File: config.mk
export PLATFORM = sky130hd
export DESIGN_NAME = dual_motor_ramp_with_kick_start_flat
export DESIGN_NICKNAME = d
export VERILOG_FILES = /design/src/rtl/core/dmr_pkg.sv /design/src/rtl/core/dmr_in_if.sv /design/src/rtl/core/dmr_out_if.sv /design/src/rtl/core/dmr_cfg_regs.sv /design/src/rtl/core/dmr_channel.sv /design/src/rtl/core/dual_motor_ramp_with_kick_start.sv /design/src/flat_wrapper.sv
export SDC_FILE = /design/constraint.sdc
export NUM_CORES = 1
export LEC_CHECK = 0
export ABC_CLOCK_PERIOD_IN_PS = 17200
export BUFFER_PORTS_ARGS = -buffer_cell sky130_fd_sc_hd__buf_2
export CAP_MARGIN = 20
export CORE_MARGIN = 3
export CORE_UTILIZATION = 67
export CTS_CLUSTER_DIAMETER = 60
export DETAILED_ROUTE_END_ITERATION = 8
export PLACE_DENSITY = 0.86
export SYNTH_ARGS = -nofsm -noshare
export SYNTH_HDL_FRONTEND = slang
export SYNTH_SLANG_ARGS = --single-unit
File: constraint.sdc
create_clock -name clk_i -period 17.2 [get_ports clk_i]
set_input_delay 1.72 -clock clk_i [delete_from_list [all_inputs] [get_ports clk_i]]
set_output_delay 1.72 -clock clk_i [all_outputs]
set_load 0.02 [all_outputs]
File: src/rtl/core/dmr_pkg.sv
// ----------------------------------------------------------------------------
// dmr_pkg
// Shared types, constants and helpers for the dual motor ramp block.
// ----------------------------------------------------------------------------
package dmr_pkg;

  // field widths
  localparam int unsigned CmdW   = 16;
  localparam int unsigned SpeedW = 9;
  localparam int unsigned CfgW   = 8;
  localparam int unsigned CfgIdxW = 3;
  // wide enough for target minus current of two 9-bit speeds
  localparam int unsigned CalcW  = 11;

  // register reset values
  localparam logic [CfgW-1:0] ThrLimitRst = 8'd200;
  localparam logic [CfgW-1:0] ThrStepRst  = 8'd5;
  localparam logic [CfgW-1:0] ThrKickRst  = 8'd128;
  localparam logic [CfgW-1:0] StrLimitRst = 8'd250;
  localparam logic [CfgW-1:0] StrStepRst  = 8'd20;
  localparam logic [CfgW-1:0] StrKickRst  = 8'd150;

  // register indexes
  typedef enum logic [CfgIdxW-1:0] {
    REG_THR_LIMIT = 3'd0,
    REG_THR_STEP  = 3'd1,
    REG_THR_KICK  = 3'd2,
    REG_STR_LIMIT = 3'd3,
    REG_STR_STEP  = 3'd4,
    REG_STR_KICK  = 3'd5
  } cfg_idx_e;

  // item opcodes
  typedef enum logic {
    OP_SET  = 1'b0,
    OP_TICK = 1'b1
  } op_e;

  // per-channel settings
  typedef struct packed {
    logic [CfgW-1:0] limit;
    logic [CfgW-1:0] step;
    logic [CfgW-1:0] kick;
  } ch_cfg_t;

  // magnitude of a ramp value, never overflows for speeds within +/-255
  function automatic logic signed [CalcW-1:0] mag(input logic signed [CalcW-1:0] v);
    mag = (v < 0) ? -v : v;
  endfunction

endpackage

File: src/rtl/core/dmr_in_if.sv
// ----------------------------------------------------------------------------
// dmr_in_if
// Input item channel: opcode and the two signed commands.
// ----------------------------------------------------------------------------
interface dmr_in_if;
  logic               valid;
  logic               ready;
  logic               opcode;
  logic signed [15:0] throttle_command;
  logic signed [15:0] steer_command;

  modport source (
    output valid, opcode, throttle_command, steer_command,
    input  ready
  );
  modport sink (
    input  valid, opcode, throttle_command, steer_command,
    output ready
  );
endinterface

File: src/rtl/core/dmr_out_if.sv
// ----------------------------------------------------------------------------
// dmr_out_if
// Result item channel: both speeds and the four bridge duty values.
// ----------------------------------------------------------------------------
interface dmr_out_if;
  logic              valid;
  logic              ready;
  logic signed [8:0] throttle_speed;
  logic signed [8:0] steer_speed;
  logic [7:0]        throttle_fwd_duty;
  logic [7:0]        throttle_rev_duty;
  logic [7:0]        steer_left_duty;
  logic [7:0]        steer_right_duty;

  modport source (
    output valid, throttle_speed, steer_speed, throttle_fwd_duty,
           throttle_rev_duty, steer_left_duty, steer_right_duty,
    input  ready
  );
  modport sink (
    input  valid, throttle_speed, steer_speed, throttle_fwd_duty,
           throttle_rev_duty, steer_left_duty, steer_right_duty,
    output ready
  );
endinterface

File: src/rtl/core/dmr_cfg_regs.sv
// ----------------------------------------------------------------------------
// dmr_cfg_regs
// Limit, step and kick registers for both channels, plain write port.
// ----------------------------------------------------------------------------
module dmr_cfg_regs import dmr_pkg::*; (
  input  logic               clk_i,
  input  logic               rst_ni,
  input  logic               cfg_we_i,
  input  logic [CfgIdxW-1:0] cfg_idx_i,
  input  logic [CfgW-1:0]    cfg_data_i,
  output ch_cfg_t            thr_cfg_o,
  output ch_cfg_t            str_cfg_o
);

  ch_cfg_t thr_q, thr_d;
  ch_cfg_t str_q, str_d;

  // decode the write, unknown indexes are dropped
  always_comb begin
    thr_d = thr_q;
    str_d = str_q;
    if (cfg_we_i) begin
      case (cfg_idx_e'(cfg_idx_i))
        REG_THR_LIMIT: thr_d.limit = cfg_data_i;
        REG_THR_STEP:  thr_d.step  = cfg_data_i;
        REG_THR_KICK:  thr_d.kick  = cfg_data_i;
        REG_STR_LIMIT: str_d.limit = cfg_data_i;
        REG_STR_STEP:  str_d.step  = cfg_data_i;
        REG_STR_KICK:  str_d.kick  = cfg_data_i;
        default: ;
      endcase
    end
  end

  always_ff @(posedge clk_i or negedge rst_ni) begin
    if (!rst_ni) begin
      thr_q <= '{limit: ThrLimitRst, step: ThrStepRst, kick: ThrKickRst};
      str_q <= '{limit: StrLimitRst, step: StrStepRst, kick: StrKickRst};
    end else begin
      thr_q <= thr_d;
      str_q <= str_d;
    end
  end

  assign thr_cfg_o = thr_q;
  assign str_cfg_o = str_q;

endmodule

File: src/rtl/core/dmr_channel.sv
// ----------------------------------------------------------------------------
// dmr_channel
// One motor channel: target and speed registers, clamp and ramp step.
// ----------------------------------------------------------------------------
module dmr_channel import dmr_pkg::*; (
  input  logic                     clk_i,
  input  logic                     rst_ni,
  input  logic                     load_i,
  input  logic                     opcode_i,
  input  logic signed [CmdW-1:0]   command_i,
  input  ch_cfg_t                  cfg_i,
  output logic signed [SpeedW-1:0] speed_o
);

  logic signed [SpeedW-1:0] target_q, target_d;
  logic signed [SpeedW-1:0] current_q, current_d;

  logic signed [CmdW:0]     cmd_x;
  logic signed [CmdW:0]     lim_x;
  logic signed [SpeedW-1:0] clamped;

  logic signed [CalcW-1:0]  tgt;
  logic signed [CalcW-1:0]  kick;
  logic signed [CalcW-1:0]  step;
  logic signed [CalcW-1:0]  cur_kick;
  logic signed [CalcW-1:0]  cur_cut;
  logic signed [CalcW-1:0]  diff;
  logic signed [CalcW-1:0]  cur_ramp;

  // symmetric clamp of the command to the limit
  always_comb begin
    cmd_x = {command_i[CmdW-1], command_i};
    lim_x = signed'({{(CmdW+1-CfgW){1'b0}}, cfg_i.limit});
    if (cmd_x > lim_x) begin
      clamped = lim_x[SpeedW-1:0];
    end else if (cmd_x < -lim_x) begin
      clamped = SpeedW'(-lim_x);
    end else begin
      clamped = cmd_x[SpeedW-1:0];
    end
  end

  // one ramp step: kick from rest, cut to target, then slew
  always_comb begin
    tgt  = CalcW'(target_q);
    kick = signed'({{(CalcW-CfgW){1'b0}}, cfg_i.kick});
    step = signed'({{(CalcW-CfgW){1'b0}}, cfg_i.step});

    if (current_q == '0) begin
      cur_kick = (tgt > 0) ? kick : -kick;
    end else begin
      cur_kick = CalcW'(current_q);
    end

    cur_cut = (mag(cur_kick) > mag(tgt)) ? tgt : cur_kick;
    diff    = tgt - cur_cut;

    if (tgt == '0) begin
      cur_ramp = '0;
    end else if (mag(diff) > step) begin
      cur_ramp = (diff > 0) ? cur_cut + step : cur_cut - step;
    end else begin
      cur_ramp = tgt;
    end
  end

  // state update for an item entering the result stage
  always_comb begin
    target_d  = target_q;
    current_d = current_q;
    if (load_i) begin
      case (op_e'(opcode_i))
        OP_SET:  target_d  = clamped;
        OP_TICK: current_d = cur_ramp[SpeedW-1:0];
        default: ;
      endcase
    end
  end

  always_ff @(posedge clk_i or negedge rst_ni) begin
    if (!rst_ni) begin
      target_q  <= '0;
      current_q <= '0;
    end else begin
      target_q  <= target_d;
      current_q <= current_d;
    end
  end

  assign speed_o = current_d;

endmodule

File: src/rtl/core/dual_motor_ramp_with_kick_start.sv
// ----------------------------------------------------------------------------
// dual_motor_ramp_with_kick_start
// Throttle and steering slew-rate limiter with kick start and bridge duties.
// ----------------------------------------------------------------------------
// Usage:
// - in_i carries one item per handshake: opcode 0 loads new clamped targets,
//   opcode 1 advances both channels one ramp step
// - out_i returns exactly one result item per input item: both speeds and the
//   four H-bridge duty values after that item
// - configuration is a plain write port (cfg_we_i, cfg_idx_i, cfg_data_i);
//   write it only while no item is in flight, unknown indexes are ignored
// - after the input handshake the item waits in the input register, then
//   goes through the clamp/ramp logic into the result register, where
//   result valid rises and the item can be taken
// - one item per cycle unless the receiver stalls; the clamp and ramp are
//   a few narrow adders and compares between the input and result registers
// - when the receiver stalls, the result register holds and the input
//   register fills; in_i.ready drops only when both stages are full
// - reset empties both stages, zeroes targets and speeds and loads the
//   default limits, steps and kicks
// ----------------------------------------------------------------------------
module dual_motor_ramp_with_kick_start import dmr_pkg::*; (
  input  logic               clk_i,
  input  logic               rst_ni,
  input  logic               cfg_we_i,
  input  logic [CfgIdxW-1:0] cfg_idx_i,
  input  logic [CfgW-1:0]    cfg_data_i,
  dmr_in_if.sink             in_i,
  dmr_out_if.source          out_i
);

  ch_cfg_t thr_cfg;
  ch_cfg_t str_cfg;

  // input register
  logic                   s1_valid_q;
  logic                   s1_op_q;
  logic signed [CmdW-1:0] s1_thr_q;
  logic signed [CmdW-1:0] s1_str_q;

  // result register
  logic                     out_valid_q;
  logic signed [SpeedW-1:0] thr_speed_q, str_speed_q;
  logic [CfgW-1:0]          thr_fwd_q, thr_rev_q, str_left_q, str_right_q;

  logic                     out_free;
  logic                     s1_adv;
  logic                     in_acc;
  logic signed [SpeedW-1:0] thr_speed_d, str_speed_d;
  logic [CfgW-1:0]          thr_fwd_d, thr_rev_d, str_left_d, str_right_d;
  logic signed [SpeedW-1:0] thr_neg, str_neg;

  // handshake flow
  assign out_free   = !out_valid_q || out_i.ready;
  assign s1_adv     = s1_valid_q && out_free;
  assign in_i.ready = !s1_valid_q || out_free;
  assign in_acc     = in_i.valid && in_i.ready;

  dmr_cfg_regs u_cfg (
    .clk_i      (clk_i),
    .rst_ni     (rst_ni),
    .cfg_we_i   (cfg_we_i),
    .cfg_idx_i  (cfg_idx_i),
    .cfg_data_i (cfg_data_i),
    .thr_cfg_o  (thr_cfg),
    .str_cfg_o  (str_cfg)
  );

  dmr_channel u_thr (
    .clk_i     (clk_i),
    .rst_ni    (rst_ni),
    .load_i    (s1_adv),
    .opcode_i  (s1_op_q),
    .command_i (s1_thr_q),
    .cfg_i     (thr_cfg),
    .speed_o   (thr_speed_d)
  );

  dmr_channel u_str (
    .clk_i     (clk_i),
    .rst_ni    (rst_ni),
    .load_i    (s1_adv),
    .opcode_i  (s1_op_q),
    .command_i (s1_str_q),
    .cfg_i     (str_cfg),
    .speed_o   (str_speed_d)
  );

  // bridge duties from the new speeds
  always_comb begin
    thr_neg     = -thr_speed_d;
    str_neg     = -str_speed_d;
    thr_fwd_d   = (thr_speed_d > 0) ? thr_speed_d[CfgW-1:0] : '0;
    thr_rev_d   = (thr_speed_d < 0) ? thr_neg[CfgW-1:0] : '0;
    str_left_d  = (str_speed_d < 0) ? str_neg[CfgW-1:0] : '0;
    str_right_d = (str_speed_d > 0) ? str_speed_d[CfgW-1:0] : '0;
  end

  // valid flags
  always_ff @(posedge clk_i or negedge rst_ni) begin
    if (!rst_ni) begin
      s1_valid_q  <= 1'b0;
      out_valid_q <= 1'b0;
    end else begin
      if (in_i.ready) begin
        s1_valid_q <= in_i.valid;
      end
      if (out_free) begin
        out_valid_q <= s1_valid_q;
      end
    end
  end

  // input payload
  always_ff @(posedge clk_i) begin
    if (in_acc) begin
      s1_op_q  <= in_i.opcode;
      s1_thr_q <= in_i.throttle_command;
      s1_str_q <= in_i.steer_command;
    end
  end

  // result payload
  always_ff @(posedge clk_i) begin
    if (s1_adv) begin
      thr_speed_q <= thr_speed_d;
      str_speed_q <= str_speed_d;
      thr_fwd_q   <= thr_fwd_d;
      thr_rev_q   <= thr_rev_d;
      str_left_q  <= str_left_d;
      str_right_q <= str_right_d;
    end
  end

  assign out_i.valid             = out_valid_q;
  assign out_i.throttle_speed    = thr_speed_q;
  assign out_i.steer_speed       = str_speed_q;
  assign out_i.throttle_fwd_duty = thr_fwd_q;
  assign out_i.throttle_rev_duty = thr_rev_q;
  assign out_i.steer_left_duty   = str_left_q;
  assign out_i.steer_right_duty  = str_right_q;

endmodule
File: src/flat_wrapper.sv
// flat-port wrapper written by rule: the top's interface ports become plain ports
module dual_motor_ramp_with_kick_start_flat import dmr_pkg::*;
  (clk_i, rst_ni, cfg_we_i, cfg_idx_i, cfg_data_i, in_i_valid, in_i_opcode, in_i_throttle_command, in_i_steer_command, in_i_ready, out_i_valid, out_i_throttle_speed, out_i_steer_speed, out_i_throttle_fwd_duty, out_i_throttle_rev_duty, out_i_steer_left_duty, out_i_steer_right_duty, out_i_ready);
  dmr_in_if in_i_i ();
  dmr_out_if out_i_i ();
  input  logic clk_i;
  input  logic rst_ni;
  input  logic cfg_we_i;
  input  logic [CfgIdxW-1:0] cfg_idx_i;
  input  logic [CfgW-1:0] cfg_data_i;
  input wire logic [$bits(in_i_i.valid)-1:0] in_i_valid;
  input wire logic [$bits(in_i_i.opcode)-1:0] in_i_opcode;
  input wire logic [$bits(in_i_i.throttle_command)-1:0] in_i_throttle_command;
  input wire logic [$bits(in_i_i.steer_command)-1:0] in_i_steer_command;
  output wire logic [$bits(in_i_i.ready)-1:0] in_i_ready;
  output wire logic [$bits(out_i_i.valid)-1:0] out_i_valid;
  output wire logic [$bits(out_i_i.throttle_speed)-1:0] out_i_throttle_speed;
  output wire logic [$bits(out_i_i.steer_speed)-1:0] out_i_steer_speed;
  output wire logic [$bits(out_i_i.throttle_fwd_duty)-1:0] out_i_throttle_fwd_duty;
  output wire logic [$bits(out_i_i.throttle_rev_duty)-1:0] out_i_throttle_rev_duty;
  output wire logic [$bits(out_i_i.steer_left_duty)-1:0] out_i_steer_left_duty;
  output wire logic [$bits(out_i_i.steer_right_duty)-1:0] out_i_steer_right_duty;
  input wire logic [$bits(out_i_i.ready)-1:0] out_i_ready;
  assign in_i_i.valid = in_i_valid;
  assign in_i_i.opcode = in_i_opcode;
  assign in_i_i.throttle_command = in_i_throttle_command;
  assign in_i_i.steer_command = in_i_steer_command;
  assign in_i_ready = in_i_i.ready;
  assign out_i_valid = out_i_i.valid;
  assign out_i_throttle_speed = out_i_i.throttle_speed;
  assign out_i_steer_speed = out_i_i.steer_speed;
  assign out_i_throttle_fwd_duty = out_i_i.throttle_fwd_duty;
  assign out_i_throttle_rev_duty = out_i_i.throttle_rev_duty;
  assign out_i_steer_left_duty = out_i_i.steer_left_duty;
  assign out_i_steer_right_duty = out_i_i.steer_right_duty;
  assign out_i_i.ready = out_i_ready;
  dual_motor_ramp_with_kick_start u_core (.clk_i(clk_i), .rst_ni(rst_ni), .cfg_we_i(cfg_we_i), .cfg_idx_i(cfg_idx_i), .cfg_data_i(cfg_data_i), .in_i(in_i_i), .out_i(out_i_i));
endmodule
# Yosys cells after proc, flatten, opt, wreduce, memory -nomap -nowiden
# Index checks and enable logic that the tools add are counted.
# W data, S select, Z words.
[totals]
ff_bits = 169
inputBits = 49
wordCells = 111
[op_classes]
add_sub_neg = 18
n_lt_le_gt_ge = 22
eq_ne = 5
mux = 26
bitwise_logic = 1
reduce_logical = 18
[op_table]
columns = ["cell", "n"]
rows = [
  ["$mux W11", 12],
  ["$mux W9", 14],
  ["$lt A11 B1 Y1 const B", 4],
  ["$neg A11 Y11", 4],
  ["$gt A9 B1 Y1 const B", 4],
  ["$lt A9 B1 Y1 const B", 4],
  ["$lt A16 B17 Y1", 2],
  ["$neg A8 Y17", 2],
  ["$gt A16 B9 Y1", 2],
  ["$gt A11 B1 Y1 const B", 2],
  ["$gt A11 B11 Y1", 2],
  ["$gt A11 B9 Y1", 2],
  ["$logic_not A11 Y1", 2],
  ["$neg A8 Y11", 2],
  ["$neg A9 Y11", 2],
  ["$sub A9 B11 Y11", 2],
  ["$add A9 B9 Y9", 2],
  ["$logic_not A9 Y1", 2],
  ["$sub A9 B9 Y9", 2],
  ["$neg A8 Y8", 2],
  ["$reduce_and A2 Y1", 7],
  ["$eq A3 B2 Y1 const B", 2],
  ["$eq A3 B3 Y1 const B", 2],
  ["$eq A3 B1 Y1 const B", 1],
  ["5 further kinds", 8],
]

# Depth between registers and ports, before layout
[depth]
depth_word = 16
mapped_depth = 51

# Hierarchy
# From an unflattened synthesis, not the netlist that was laid out.
[unflattened]
cells_unflattened = 1424
hier_area_um2 = 13535.5
[by_module_without_submodules]
columns = ["module", "instances", "cells_per_inst", "area_per_inst_um2"]
rows = [
  ["dmr_channel (u_core.u_str)", 1, 583, 4415.5],
  ["dmr_channel (u_core.u_thr)", 1, 576, 4242.8],
  ["dual_motor_ramp_with_kick_start", 1, 159, 3021.6],
  ["dmr_cfg_regs", 1, 106, 1855.5],
]

# Worst setup path after synthesis
# No wires, ideal clock.
[synth_timing]
path_type = "register to register"
from = "register u_core.u_thr.target_q[0]"
to = "register u_core.thr_rev_q[6] (netlist: u_core.out_i.throttle_rev_duty[6]), data pin"
setup_ns = 0.146
arrival_ns = 9.982
slack_ns = 7.072
stages_incl_launch_ff = 50
path_buffers = 3
synth_period_minus_slack_ns = 10.128
cell_sequence = "dfrtp_1 inv_1 ha_1 nor3b_1 a21oi_1 or4b_1 and3b_1 buf_6 and3_1 a31oi_1 xor2_1 ha_1 nand3_1 nor3_1 a221o_1 o211ai_1 and2_1 clkbuf_1 (+14 left out) o21a_1 o21a_1 o21a_1 o21a_1 o21a_1 o21a_1 o22a_1 a21o_1 and4bb_1 o31ai_4 mux2_2 nand2_1 inv_1 ha_1 inv_1 or4_4 or3_1 a21oi_1"
[synth_via]
elab_chain_cells = 16
word_cells_on_any_way = 27
cone_classes = "7 x add/sub; 8 x order compare; 11 x mux; 1 x reduce/logical"
[synth_rtl]
columns = ["element", "line_no", "text"]
rows = [
  ["from (decl)", "dmr_channel.sv:15", "logic signed [SpeedW-1:0] target_q, target_d;"],
  ["from (signal assigned)", "dmr_channel.sv:85", "target_q <= target_d;"],
  ["$gt A9 B1 Y1", "dmr_channel.sv:50", "cur_kick = (tgt > 0) ? kick : -kick;"],
  ["$mux W11", "dmr_channel.sv:50", ""],
  ["$mux W11", "dmr_channel.sv:49", "if (current_q == '0) begin"],
  ["$neg A11 Y11 or $lt A11 B1 Y1 (tied branches)", "dmr_pkg.sv:48", "mag = (v < 0) ? -v : v;"],
  ["$mux W11", "dmr_pkg.sv:48", ""],
  ["$gt A11 B11 Y1", "dmr_channel.sv:55", "cur_cut = (mag(cur_kick) > mag(tgt)) ? tgt : cur_kick;"],
  ["$mux W11", "dmr_channel.sv:55", ""],
  ["$sub A9 B11 Y11", "dmr_channel.sv:56", "diff = tgt - cur_cut;"],
  ["$neg A11 Y11 or $lt A11 B1 Y1 (tied branches)", "dmr_pkg.sv:48", ""],
  ["$mux W11", "dmr_pkg.sv:48", ""],
  ["$gt A11 B9 Y1", "dmr_channel.sv:60", "end else if (mag(diff) > step) begin"],
  ["$mux W9", "dmr_channel.sv:60", ""],
  ["$mux W9 *", "dmr_channel.sv:58", "if (tgt == '0) begin"],
  ["$mux W9 *", "dmr_channel.sv:72", "case (op_e'(opcode_i))"],
  ["$mux W9 *", "dmr_channel.sv:71", "if (load_i) begin"],
  ["$neg A8 Y8 or $lt A9 B1 Y1 (tied branches)", "dual_motor_ramp_with_kick_start.sv:91, dual_motor_ramp_with_kick_start.sv:94", ""],
  ["to (signal assigned)", "dual_motor_ramp_with_kick_start.sv:129", "thr_rev_q <= thr_rev_d;"],
  ["to (decl)", "dual_motor_ramp_with_kick_start.sv:44", "logic [CfgW-1:0] thr_fwd_q, thr_rev_q, str_left_q, str_right_q;"],
]
# Every way passes the cells marked *; elsewhere a longest branch is shown, timed or not.
# A chain may end at the register's enable or synchronous reset.

# Final worst setup path
[layout_timing]
from = "register u_core.u_thr.target_q[0]"
to = "register u_core.thr_fwd_q[0] (netlist: u_core.out_i.throttle_fwd_duty[0]), data pin"
[layout_via]
elab_chain_cells = 16
word_cells_on_any_way = 26
cone_classes = "6 x add/sub; 8 x order compare; 11 x mux; 1 x reduce/logical"
[layout_rtl]
columns = ["element", "line_no", "text"]
rows = [
  ["$gt A9 B1 Y1", "dmr_channel.sv:50", ""],
  ["$mux W11", "dmr_channel.sv:50", ""],
  ["$mux W11", "dmr_channel.sv:49", ""],
  ["$neg A11 Y11 or $lt A11 B1 Y1 (tied branches)", "dmr_pkg.sv:48", ""],
  ["$mux W11", "dmr_pkg.sv:48", ""],
  ["$gt A11 B11 Y1", "dmr_channel.sv:55", ""],
  ["$mux W11", "dmr_channel.sv:55", ""],
  ["$sub A9 B11 Y11", "dmr_channel.sv:56", ""],
  ["$neg A11 Y11 or $lt A11 B1 Y1 (tied branches)", "dmr_pkg.sv:48", ""],
  ["$mux W11", "dmr_pkg.sv:48", ""],
  ["$gt A11 B9 Y1", "dmr_channel.sv:60", ""],
  ["$mux W9", "dmr_channel.sv:60", ""],
  ["$mux W9 *", "dmr_channel.sv:58", ""],
  ["$mux W9 *", "dmr_channel.sv:72", ""],
  ["$mux W9 *", "dmr_channel.sv:71", ""],
  ["$gt A9 B1 Y1", "dual_motor_ramp_with_kick_start.sv:93", "thr_fwd_d = (thr_speed_d > 0) ? thr_speed_d[CfgW-1:0] : '0;"],
  ["to (signal assigned)", "dual_motor_ramp_with_kick_start.sv:128", "thr_fwd_q <= thr_fwd_d;"],
  ["to (decl)", "dual_motor_ramp_with_kick_start.sv:44", ""],
]
# Marks and branches as above.

==> flow_summary.ini <==
[status]
status = complete, but fails checks
violations = design-rule violations

[worst_setup_path]
slowest_stage = and2_1
startpoint_type = flop
critPathMaxStageDelay_ns = 0.65
crit_type = reg2reg
required_ns = 17.38
path_max_fanout = 21
crit_arrival_ns = 11.70
crit_path_end_kind = flop

[synth]
avgSynthCellArea_um2 = 9.24
ys_ff_latch = 169
yosys.area_share.simple = 0.189
synth-compound-area-share = 0.187
yosysUniqueCellTypes = 94
syn-cell-area_um2 = 13700
yosysSeqAreaShare = 0.340
synth-xor-area-share = 0.0687
synth_most_common_cell = ha_1
synth_top_family_by_area = simple AND/OR/NAND/NOR gates
synth_adder_area_share = 0.125
ys.flop_type = edfxtp_1
netlist.area_leader.share = 0.181
synth_edf_count = 83
syn_inst = 1488
synth_area_leaders = edfxtp_1 18%, dfrtp_1 12%, ha_1 12%
yosys.area.top_type = edfxtp_1
ys_async_sr_fraction = 0.509
synth_mux_area_frac = 0.0494
yosys_warnings = 0
synth_common_cells = 128 x ha_1, 125 x nand2_1, 101 x nor2_1

[routing]
drtAntennaViolNets = 0
post_drt_wl_per_cell_um = 20.5
detail_route.vias_per_cell = 6.68
first_pass_iters = 9
wl_mm = 38.0
via_count = 12400
drc = 1
drt_iter0_drc = 1452

[sta]
fin_crit_sh = 0.670
min_period_ns = 11.52
rsz0062_at_grt = no
setup_slack_ns = 5.68
relSlewSlack = 0.283
finalClockSkew_ns = 0.0162
setup_viol = 0
hold_violations = 0
slew_violations = 0
worst_pin_slew_ns = 1.07
max_freq_mhz = 86.8
setup-tns-final_ns = 0

[die]
num_rows = 51
die_w_um = 149
core_area_um2 = 19800
pin_count = 101
die_area_um2 = 22300
start_util = 0.695
die_h_um = 149

[cts]
cts.clk_slew.worst_paths_ns = 0.08
ctsHtreeMaxLevel = 4
cts_made_buffers = 17
cts.sinks = 169
cts_resized = 0
cts-hold-fix-buffers = 0
clockRootBuffer = clkbuf_16
clkLatencyLatePin_ns = 0.44
cts_tree = yes
clockBufferDepth = 2
cts_setup_buffers = 0

[finish]
final_cell_count_no_fill = 1855
num-nets-final = 1756
num_antenna_cells = 0
areaGrowthSynthToFinish_pct = 9.75
drive_above_1_share = 0.152
final_core_util = 0.763

[grt]
grt_pass1_wl_mm = 60.1
grt_max_degree = 68
grtUsageTotal = 0.337
antenna_found_initial = 0
grt.overflow.total = 0
grt_pass1_vias = 11800

[worst_hold_path]
holdCritPathClass = reg2reg

[placement]
post-place-cells = 1822
dp_slack_ns = 5.89
gp_congestion = 1.06
dp_hpwl_mm = 28.4
portBuffers = 100

[job]
cap_violations = 0
[final timing paths]
check	from	end	slack, ns	cells past startpoint
min in group asynchronous	rst_ni	u_core.u_thr.current_q[8]	1.15	1
hold reg to reg	u_core.u_cfg.thr_cfg_o[6]	u_core.u_cfg.thr_cfg_o[6]	0.57	1
setup / recovery	u_core.u_thr.target_q[0]	u_core.out_i.throttle_fwd_duty[0]	5.68	46
setup reg to reg	u_core.u_thr.target_q[0]	u_core.out_i.throttle_fwd_duty[0]	5.68	46
hold / removal	u_core.u_cfg.thr_cfg_o[6]	u_core.u_cfg.thr_cfg_o[6]	0.57	1
max in group asynchronous	rst_ni	u_core.u_cfg.thr_cfg_o[16]	14.86	2
[final cells by class]
| class | count | area, um2 |
|---|---|---|
| Multi-Input combinational cell | 1177 | 8550 |
| Fill cell | 1403 | 4700 |
| Sequential cell | 169 | 4670 |
| Timing Repair Buffer | 111 | 594 |
| Clock buffer | 18 | 439 |
| Inverter | 101 | 379 |
| Tap cell | 265 | 332 |
| Clock inverter | 14 | 129 |
[layer usage]
layer	vias to the layer above	part of all wire	GRT usage
li1	5662	-	-
met1	5834	0.41	0.464
met2	763	0.46	0.543
met3	139	0.099	0.0568
met4	0	0.036	0.117
met5	-	0	0
[worst max-delay path: cells and delay by family, from the launching register on]
kind	cells	cell delay [ns]
fa+ha+maj	6	1.45
mux	2	0.57
simple gates	18	5.14
buf+inv	4	0.44
flops	1	0.48
compound gates	15	3.07
xor+xnor	1	0.10
[sequential cells by signal, indices dropped and copies added (netlist names), 8 cells and up]
signal / count
u_core.u_cfg.str_cfg_o: 24
u_core.u_cfg.thr_cfg_o: 24
u_core.s1_str_q: 16
u_core.s1_thr_q: 16
u_core.out_i.steer_speed: 9
u_core.out_i.throttle_speed: 9
u_core.u_str.current_q: 9
u_core.u_str.target_q: 9
u_core.u_thr.current_q: 9
u_core.u_thr.target_q: 9
u_core.out_i.steer_left_duty: 8
u_core.out_i.steer_right_duty: 8
u_core.out_i.throttle_fwd_duty: 8
u_core.out_i.throttle_rev_duty: 8
[kinds of logic (layout without fill, tap and decap cells)]
| logic type | count (synthesis) | in the layout |
|---|---|---|
| AND/OR/NAND/NOR | 489 | 489 |
| other | 2 | 6 |
| flip-flops | 169 | 169 |
| XOR/XNOR | 103 | 103 |
| multiplexers | 63 | 63 |
| adder cells (fa/ha/maj) | 137 | 137 |
| AO/OA/AOI/OAI | 379 | 379 |
| buffers and inverters | 146 | 244 |
[cell usage in the layout, fill, tap and decap left out, drive strengths merged, types with 68 or more instances in the layout]
| cell type | count |
|---|---|
| buf | 111 |
| inv | 110 |
| o21ai | 93 |
| edfxtp | 83 |
| nand2 | 125 |
| dfrtp | 68 |
| ha | 128 |
| nor2 | 102 |
| a21oi | 76 |
| xnor2 | 72 |
[stage by stage]
step	hold slack, ns	area [um2]
floorplan	0.471	13800
global placement	0.534	14500
detailed placement	0.544	14500
CTS	0.555	15100
global route	0.591	15100
finish	0.568	15100
Power is not shown: default switching activity piles up to over one toggle a cycle in this logic, so the estimate is an artifact.
